$ cat src/rtl/dbad_pkg.sv
// ----------------------------------------------------------------------------
// dbad_pkg
// Shared types and constants of the depth block average downsampler.
// ----------------------------------------------------------------------------
package dbad_pkg;

  // frame and block limits
  localparam int MAX_ROW_POINTS = 1024;
  localparam int MAX_FACTOR     = 16;
  localparam int ROW_LIMIT      = 4096;

  // field and register widths
  localparam int COORD_W     = 32;
  localparam int SUM_W       = 40;
  localparam int SLOT_W      = $clog2(MAX_ROW_POINTS);
  localparam int COL_W       = $clog2(MAX_ROW_POINTS);
  localparam int ROW_W       = $clog2(ROW_LIMIT);
  localparam int FACTOR_W    = 5;
  localparam int WIDTH_W     = 11;
  localparam int HEIGHT_W    = 13;
  localparam int PHASE_W     = $clog2(MAX_FACTOR);
  localparam int DIVISOR_W   = 9;
  localparam int CFG_INDEX_W = 2;
  localparam int CFG_DATA_W  = 13;

  // configuration register indexes
  localparam logic [CFG_INDEX_W-1:0] CFG_BLOCK_FACTOR = 2'd0;
  localparam logic [CFG_INDEX_W-1:0] CFG_FRAME_WIDTH  = 2'd1;
  localparam logic [CFG_INDEX_W-1:0] CFG_FRAME_HEIGHT = 2'd2;

  // configuration reset values
  localparam logic [FACTOR_W-1:0] FACTOR_RESET = 5'd2;
  localparam logic [WIDTH_W-1:0]  WIDTH_RESET  = 11'd640;
  localparam logic [HEIGHT_W-1:0] HEIGHT_RESET = 13'd480;

  typedef struct packed {
    logic signed [COORD_W-1:0] point_x;
    logic signed [COORD_W-1:0] point_y;
    logic signed [COORD_W-1:0] point_z;
  } point_t;

  typedef struct packed {
    logic signed [COORD_W-1:0] out_x;
    logic signed [COORD_W-1:0] out_y;
    logic signed [COORD_W-1:0] out_z;
    logic                      frame_last;
  } result_t;

  // controller to datapath
  typedef struct packed {
    logic accept;
    logic accum;
    logic load_out;
  } cmd_t;

  // datapath to controller
  typedef struct packed {
    logic active;
    logic emit;
    logic div_busy;
    logic out_free;
  } status_t;

endpackage

$ cat src/rtl/dbad_ctrl.sv
// ----------------------------------------------------------------------------
// dbad_ctrl
// Sequencer for point capture, accumulate, divide and result hand-off.
// ----------------------------------------------------------------------------
module dbad_ctrl (
  input  logic              clk,
  input  logic              rst,
  input  logic              in_valid,
  output logic              in_ready,
  input  dbad_pkg::status_t status,
  output dbad_pkg::cmd_t    cmd
);
  import dbad_pkg::*;

  typedef enum logic [1:0] {
    S_IDLE,
    S_READ,
    S_ACCUM,
    S_DIVIDE
  } state_t;

  state_t state;

  // command decode
  assign in_ready     = (state == S_IDLE);
  assign cmd.accept   = in_valid && in_ready;
  assign cmd.accum    = (state == S_ACCUM);
  assign cmd.load_out = (state == S_DIVIDE) && !status.div_busy && status.out_free;

  // state register
  always_ff @(posedge clk) begin
    if (rst) begin
      state <= S_IDLE;
    end else begin
      case (state)
        S_IDLE: begin
          if (cmd.accept && status.active) begin
            state <= S_READ;
          end
        end
        S_READ: begin
          state <= S_ACCUM;
        end
        S_ACCUM: begin
          state <= status.emit ? S_DIVIDE : S_IDLE;
        end
        S_DIVIDE: begin
          if (cmd.load_out) begin
            state <= S_IDLE;
          end
        end
        default: begin
          state <= S_IDLE;
        end
      endcase
    end
  end

endmodule

$ cat config.mk
export PLATFORM = sky130hd
export DESIGN_NAME = dbad_ctrl
export DESIGN_NICKNAME = d
export VERILOG_FILES = /design/src/rtl/dbad_pkg.sv /design/src/rtl/dbad_ctrl.sv
export SDC_FILE = /design/constraint.sdc
export NUM_CORES = 1
export LEC_CHECK = 0
export BUFFER_PORTS_ARGS = -buffer_cell sky130_fd_sc_hd__buf_2
export CORE_AREA = 2 2 39 41
export CTS_CLUSTER_SIZE = 20
export DETAILED_ROUTE_END_ITERATION = 6
export DIE_AREA = 0 0 41 43
export PLACE_DENSITY = 0.3
export RECOVER_POWER = 100
export SLEW_MARGIN = 30
export SYNTH_ARGS = -nofsm -noshare
export SYNTH_HDL_FRONTEND = slang
export SYNTH_SLANG_ARGS = --single-unit
$ cat constraint.sdc
create_clock -name clk -period 2.3 [get_ports clk]
set_input_delay 0 -clock clk [delete_from_list [all_inputs] [get_ports clk]]
set_output_delay 0 -clock clk [all_outputs]
set_load 0.005 [all_outputs]
---- Word level (Yosys, flattened, before mapping) ----
Cells that the tools add are included.
word-level totals
  flip-flop bits (word level) ............. 2
  latch bits .............................. 0
  memory bits (writable) .................. 0
  bits in read-only memories .............. 0
  input port bits ......................... 7
  output and inout port bits .............. 4
  logic and storage cells ................. 17
  memories kept ........................... 0
operators by class
  add/sub/neg operators ................... 0
  multiply operators ...................... 0
  div/mod/pow operators ................... 0
  $lt $le $gt $ge ......................... 0
  equality and inequality tests ........... 5
  shift operators ......................... 0
  muxes and demuxes ....................... 4
  bitwise gates (word level) .............. 0
  reductions and logical operators ........ 7
operators with widths
  operator                                                number
  case mux 2 bit (4 select lines)                         1
  two-way mux 2 bit                                       3
  equality test 2 bit (second input constant)             2
  logical AND 1 bit                                       4
  equality test 2 x 1 -> 1 bit (second input constant)    1
  logical NOT 2 bit                                       1
  inequality test 2 x 1 -> 1 bit (second input constant)  1
  inequality test 2 bit (second input constant)           1
  AND reduction 2 bit                                     1
  logical NOT 1 bit                                       1

---- Depth between registers and ports, before layout ----
Gate-level depths: netlist of run 1.
  depth after elaboration ................. 5
  mapped depth ............................ 3
  mapped depth without buffers ............ 3

---- Worst setup path after synthesis of run 1 ----
OpenSTA, ideal clock, no wires.
  path type ............................... register to register
  start ................................... register state[0]
  end ..................................... register state[1]
  setup time .............................. 126 ps
  data arrival time ....................... 659 ps
  required time ........................... 2174 ps
  slack ................................... 1515 ps
  cell stages (with the launch flop) ...... 4
  path buffers ............................ 0
  period minus slack after synthesis ...... 785 ps
  path through ............................ dfxtp_1 nand3b_1 o2111ai_1 o21ai_1
between the ends
  longest elaborated chain between the ends .. 5
  elaborated cells between the ends (all ways) .. 12
  those cells by class .................... eq/ne (5); mux (1); reduce/logical (6)
RTL lines
  what                                                                                      RTL line                                           RTL
  start: declaration                                                                        dbad_ctrl.sv:22                                    state_t state;
  start signal: assignment                                                                  dbad_ctrl.sv:45                                    state <= status.emit ? S_DIVIDE : S_IDLE;
  equality test 2 bit / logical NOT 2 bit (equally long branches)                           dbad_ctrl.sv:28, dbad_ctrl.sv:35, dbad_ctrl.sv:25
  logical AND 1 bit (on tied branches)                                                      dbad_ctrl.sv:28, dbad_ctrl.sv:26
  logical AND 1 bit (on tied branches)                                                      dbad_ctrl.sv:28, dbad_ctrl.sv:37
  inequality test 2 bit (no line) / inequality test 2 x 1 -> 1 bit (equally long branches)  n/a
  AND reduction 2 bit (no line)                                                             n/a
Parallel ways exist; a longest one is shown, timed or not.
A chain may end at the register's enable or synchronous reset.

==> results of run 1 <==
## worst max path at each step
| stage | to | depth (start not counted) | slack (ps) |
|---|---|---|---|
| floorplan | state[1] | 3 | 1510 |
| global placement | state[1] | 3 | 1440 |
| detailed placement | state[1] | 3 | 1420 |
| CTS | cmd[0] | 2 | 1310 |
| global route | cmd[2] | 2 | 1200 |
| finish | cmd[2] | 2 | 1320 |
## metal layers
| layer | global-route usage, % | vias to the layer above | share of wire [%] |
|---|---|---|---|
| met4 | 8.000 | 0 | 1.7 |
| li1 | - | 78 | - |
| met1 | 3.834 | 59 | 41 |
| met3 | 4.712 | 2 | 22 |
| met2 | 3.750 | 11 | 34 |
| met5 | 0 | - | 0 |
## cells in the mapped netlist
cell	n
sky130_fd_sc_hd__nand2b_1	1
sky130_fd_sc_hd__and2b_1	1
sky130_fd_sc_hd__nor2_1	1
sky130_fd_sc_hd__nor3b_2	1
sky130_fd_sc_hd__dfxtp_1	2
sky130_fd_sc_hd__inv_1	1
sky130_fd_sc_hd__o2111ai_1	1
sky130_fd_sc_hd__nand3_1	1
sky130_fd_sc_hd__o21ai_1	1
sky130_fd_sc_hd__nand2_1	1
sky130_fd_sc_hd__nand3b_1	1
sky130_fd_sc_hd__and4b_1	1
## layout make-up
| type | instances | area (µm²) |
|---|---|---|
| fillers | 163 | 1166 |
| repair buffers | 12 | 66.31 |
| multi-input cells | 10 | 65.06 |
| flip-flops and latches | 2 | 40.04 |
| clock buffers | 3 | 22.52 |
| well taps | 16 | 20.02 |
| inverters | 1 | 3.754 |
## worst max-delay path, delay by kind of cell (launching register included)
kind                   cells  cell delay (ps)
flip-flops                 1              350
AND/OR/NAND/NOR            1              250
buffers and inverters      1              160
## logic make-up (layout without fill, tap and decap cells)
group                  count (synthesis)  count (layout)  share of synthesized area (%)
AOI/OAI and AO/OA                      2               2                          12.09
buffers and inverters                  1              16                          3.294
and+or+nand+nor                        8               8                          49.45
DFF                                    2               2                          35.17
## power groups by stage
stage / Sequential [mW] / Combinational, mW / Clock, mW
after floorplan: 0.0404 / 0.00799 / 0
after global placement: 0.0411 / 0.0183 / 0
after detailed placement: 0.0413 / 0.0182 / 0
after global routing: 0.0408 / 0.0219 / 0.0863
final: 0.0404 / 0.0192 / 0.0763
after CTS: 0.0409 / 0.0208 / 0.0829
## metrics by stage
step,std cells,instance area [µm²],util [%]
floorplan,13,113.9,-
global placement,39,183.9,13.29
detailed placement,39,183.9,13.29
CTS,44,226.5,16.37
global route,44,217.7,15.73
finish,44,217.7,15.73
==> flow_summary_export.csv, run 1 <==
group,metric,value,unit
timing,holdWs,70.67,ps
timing,period_minus_slack,981.6,ps
clock_tree,holdBufCountCts,2,
cells_and_area,antenna_cells,0,
global_routing,grt.total_usage,4.509,%
place,pre_cts_slack,1422,ps
global_routing,grt_pass1_wl,420,µm
floorplan,floorplan.die.height,43,µm
cells_and_area,final_nets,37,
drt,final_antenna_net_count,0,
clock_tree,clock_tree.root_cell,"sky130_fd_sc_hd__clkbuf_4",
drt,route.detailed.drc,0,
clock_tree,cts_max_path_bufs,2,
critical_path,worst_r2r_startpoint,"state[0]",
power_and_ir_drop,total_switching_power,0.02927,mW
critical_path,critical-path-max-stage-delay,350,ps
timing,totalNegativeSetupSlack,0,ps
logic_synthesis,syn_inst,13,
drt,drt-total-wl,349,µm
critical_path,timing_worst_setup_path_type,"reg2out",
cells_and_area,largest_registers,"state x2",
critical_path,start_kind,"register",
critical_path,path_cells,"nor3b_1 > buf_2",
timing,timing.final.max_slew_violations,0,
floorplan,ios,11,
timing,finalClockSkew,2.446,ps
clock_tree,cts-htree-levels,1,
cells_and_area,post_route_cells_drive_above_1_share,35.71,%
logic_synthesis,synth.ff_latch_count,2,
critical_path,critical_path.startpoint,"state[0]",
floorplan,core_region_area,1384,µm²
floorplan,floorplan.rows,14,
critical_path,timing.reg2reg.worst_path_depth,3,
min_path,timing.hold.worst.class,"in2reg",
min_path,min_delay_path_depth,3,
floorplan,die_ar,1763,µm²
timing,rsz_0062_raised_after_global_routing,"no",
min_path,holdPathEnd,"state[0]",
clock_tree,cts_post_setup_buffers_inserted,0,
logic_synthesis,synthDominantCellAreaShare,35.16,%
outcome,status,"complete, no violations",
timing,slew_headroom,84.25,%
power_and_ir_drop,power.share.clock,56.1,%
clock_tree,tritoncts.num_buffers,3,
timing,min_period_over_period,42.68,%
min_path,hold_start,"status[2]",
logic_synthesis,most_area_consuming_cells_after_synthesis,"sky130_fd_sc_hd__dfxtp_1 (35%), sky130_fd_sc_hd__nor3b_2 (11%), sky130_fd_sc_hd__and4b_1 (8.8%)",
logic_synthesis,yosys_warnings,0,
drt,num_vias,150,
power_and_ir_drop,sequentialPowerShare,29.7,%
critical_path,setup.reg_to_reg.worst_slack,1420,ps
drt,wire_per_inst,7.932,µm
drt,via_per_inst,3.409,
timing,timing.final.hold_violations,0,
power_and_ir_drop,irDropWorstVdd,0.09718,mV
power_and_ir_drop,netSwitchingFraction,21.54,%
logic_synthesis,syn_nets,20,
flow_run,drv.max_cap_violation_count,0,
timing,worst_pin_slew,235.8,ps
critical_path,critical-path-slowest-cell,"sky130_fd_sc_hd__dfxtp_1",
cells_and_area,register_with_the_most_flip_flops,"state",
critical_path,crit_path_max_fanout,7,
logic_synthesis,post_synth_num_cell_types,12,
critical_path,worstPathRequired,2300,ps
global_routing,grt.overflow.total,0,
cells_and_area,most-common-layout-cells,"sky130_fd_sc_hd__buf_2 (7), sky130_fd_sc_hd__clkbuf_4 (3), sky130_fd_sc_hd__clkbuf_1 (3)",
logic_synthesis,synth_area,113.9,µm²
clock_tree,worst_setup_hold_path_clk_slew,30,ps
place,globalplace.congestion,0.5830,
critical_path,arrival,980,ps
clock_tree,postCtsResizedCells,0,
timing,setup_ws,1318,ps
timing,maximum_clock_frequency,1019,MHz
floorplan,initial_core_util,8.228,%
place,buffer_ports.inserted,10,
logic_synthesis,synth_sequential_area_ratio,35.16,%
cells_and_area,flip_flop_count_of_the_largest_register_after_layout,2,
critical_path,worstSetupEndpointType,"primary output",
cells_and_area,p_r_area_growth_vs_syn,91.21,%
logic_synthesis,synth.avg_cell_area,8.758,µm²
power_and_ir_drop,total_power,0.1359,mW
cells_and_area,mostFrequentLayoutCell,"sky130_fd_sc_hd__buf_2",
clock_tree,tritoncts,"built",
logic_synthesis,synth.largest_area_cell,"sky130_fd_sc_hd__dfxtp_1",
timing,finalSetupViolCount,0,
power_and_ir_drop,intPower,0.1066,mW
drt,drt_first_pass_iters,2,
floorplan,dieWidth,41,µm
critical_path,r2r-end,"state[1]",
global_routing,number_of_antenna_violations_at_the_first_check_in_global_routing,0,
drt,drt_iter0_drc,1,
clock_tree,clock_sinks,2,
power_and_ir_drop,p_per_area,624.2,nW/µm²
clock_tree,clkLatencyLatePin,220,ps
global_routing,grt_pass1_vias,107,
power_and_ir_drop,comb_power_share,14.2,%
power_and_ir_drop,total_leakage_power,0.1028,nW
global_routing,maximum_number_of_pins_on_one_net_before_global_route_repair,8,
(Power assumes the default switching activity.)
==> inputs of run 2 (changes only) <==
==> constraint.sdc (replaced) <==
create_clock -name clk -period 0.99 [get_ports clk]
set_input_delay 0 -clock clk [delete_from_list [all_inputs] [get_ports clk]]
set_output_delay 0 -clock clk [all_outputs]
set_load 0.005 [all_outputs]
==> run 2 against run 1 <==
Clock skew fell by 2.1 ps. Largest power group unchanged. Design area up 3.4%. Die area stayed put. Worst hold slack got worse by 5.1 ps. Clock-buffer cell count did not move. Register-to-register slack lost 1300 ps. Global-route usage increased by 0.31 points. Largest cell class is now multi-input combinational cells. Utilization is 0.54 points higher.
==> flow_summary_export.csv, run 2 (synthesized netlist as in run 1, its figures left out) <==
group,metric,value,unit
outcome,status,"complete, no violations",
power_and_ir_drop,total_leakage_power,0.1069,nW
drt,final_antenna_net_count,0,
cells_and_area,antenna_cells,0,
critical_path,critical-path-max-stage-delay,370,ps
drt,via_per_inst,3.273,
critical_path,cp_top_family,"flip-flops",
floorplan,ios,11,
clock_tree,cts_post_setup_buffers_inserted,0,
drt,num_vias,144,
timing,finalClockSkew,0.3587,ps
clock_tree,cts_max_path_bufs,2,
cells_and_area,flip_flop_count_of_the_largest_register_after_layout,2,
clock_tree,worst_setup_hold_path_clk_slew,30,ps
drt,drt-total-wl,343,µm
clock_tree,clock_sinks,2,
power_and_ir_drop,p_per_area,1419,nW/µm²
cells_and_area,mostFrequentLayoutCell,"sky130_fd_sc_hd__buf_2",
clock_tree,clock_tree.root_cell,"sky130_fd_sc_hd__clkbuf_4",
critical_path,arrival,900,ps
cells_and_area,largest_registers,"state x2",
critical_path,worstSetupEndpointType,"primary output",
cells_and_area,fillers,157,
power_and_ir_drop,intPower,0.2503,mW
place,globalplace.congestion,0.5575,
floorplan,floorplan.rows,14,
clock_tree,clkLatencyLatePin,220,ps
drt,drt_first_pass_iters,1,
place,buffer_ports.inserted,10,
drt,route.detailed.drc,0,
timing,totalNegativeSetupSlack,0,ps
floorplan,die_ar,1763,µm²
timing,rsz_0062_raised_after_global_routing,"no",
critical_path,crit_path_max_fanout,7,
cells_and_area,post_route_cells_drive_above_1_share,46.43,%
critical_path,worstPathRequired,990,ps
global_routing,grt_pass1_vias,131,
drt,drt_iter0_drc,0,
power_and_ir_drop,netSwitchingFraction,21.70,%
floorplan,initial_core_util,8.228,%
min_path,timing.hold.worst.class,"in2reg",
cells_and_area,register_with_the_most_flip_flops,"state",
timing,slew_headroom,87.03,%
flow_run,drv.max_cap_violation_count,0,
timing,worst_pin_slew,194.3,ps
power_and_ir_drop,total_switching_power,0.06939,mW
cells_and_area,most-common-layout-cells,"sky130_fd_sc_hd__buf_2 (7), sky130_fd_sc_hd__clkbuf_4 (3), sky130_fd_sc_hd__clkbuf_1 (3)",
global_routing,number_of_antenna_violations_at_the_first_check_in_global_routing,0,
cells_and_area,final_nets,37,
clock_tree,tritoncts,"built",
power_and_ir_drop,irDropWorstVdd,0.3004,mV
power_and_ir_drop,power.share.clock,55.7,%
power_and_ir_drop,comb_power_share,14.3,%
cells_and_area,p_r_area_growth_vs_syn,97.80,%
floorplan,dieWidth,41,µm
critical_path,path_cells,"and4b_1 > clkbuf_1",
timing,finalSetupViolCount,0,
timing,timing.final.max_slew_violations,0,
global_routing,grt.overflow.total,0,
timing,timing.final.hold_violations,0,
timing,min_period_over_period,91.38,%
global_routing,grt.total_usage,4.819,%
global_routing,grt_pass1_wl,469,µm
timing,holdWs,65.52,ps
floorplan,floorplan.die.height,43,µm
floorplan,core_region_area,1384,µm²
timing,period_minus_slack,904.7,ps
timing,maximum_clock_frequency,1105,MHz
clock_tree,cts-htree-levels,1,
critical_path,timing_worst_setup_path_type,"reg2out",
drt,wire_per_inst,7.795,µm
critical_path,path_buf_inv,1,
power_and_ir_drop,sequentialPowerShare,30.0,%
global_routing,maximum_number_of_pins_on_one_net_before_global_route_repair,8,
clock_tree,tritoncts.num_buffers,3,
cells_and_area,layout.core_utilization,16.27,%
critical_path,start_kind,"register",
critical_path,critical-path-slowest-cell,"sky130_fd_sc_hd__dfxtp_2",
[run 2: tightest hold or removal path: stages]
cell,delay (ps)
sky130_fd_sc_hd__buf_2,80
sky130_fd_sc_hd__o2111ai_1,110
sky130_fd_sc_hd__nand2_1,70
[run 2: path summary, 6_finish.rpt]
check / startpoint / endpoint / slack, ps / cells past startpoint
worst min-delay path: status[2] / state[0] / 70 / 3
worst min register to register: state[1] / state[0] / 510 / 2
worst max-delay path: state[0] / cmd[0] / 90 / 2
worst max register to register: state[0] / state[1] / 170 / 3
[run 2: per-layer routing]
metal / up-vias / part of all wire (%) / GRT usage, %
met1: 55 / 45 / 4.180
met3: 0 / 19 / 3.141
met2: 11 / 35 / 5.313
li1: 78 / - / -
met5: - / 0 / 0
met4: 0 / 0 / 8.000
[run 2: timing repair]
item,4_1_cts,5_1_grt
hold buffers,2,0
gates resized for setup,0,2
endpoints found under the hold margin,2,0
endpoints found under the setup margin,0,3
[run 2: stage by stage]
stage	cell area [µm²]	setup WS, ps	total power, mW	instances
3_3_place_gp	183.9	133.0	0.1377	39
2_1_floorplan	113.9	204.8	0.1125	13
5_1_grt	225.2	5.891	0.3476	44
3_5_place_dp	183.9	121.7	0.1377	39
6_report	225.2	85.31	0.3197	44
4_1_cts	226.5	2.996	0.3358	44
[run 2: power groups by stage]
stage	sequential (mW)	combinational (mW)	clock, mW
5_1_grt	0.0975	0.0530	0.197
6_report	0.0959	0.0457	0.178
2_1_floorplan	0.0939	0.0186	0
3_3_place_gp	0.0954	0.0423	0
3_5_place_dp	0.0958	0.0419	0
4_1_cts	0.0947	0.0485	0.193
[run 2: cell type report]
| cell class | count | area, µm² | area share, % |
|---|---|---|---|
| inverters | 1 | 3.754 | 1.667 |
| flip-flops and latches | 2 | 42.54 | 18.89 |
| well taps | 16 | 20.02 | 8.889 |
| clock buffers | 3 | 22.52 | 10.00 |
| repair buffers | 12 | 66.31 | 29.44 |
| multi-input cells | 10 | 70.07 | 31.11 |
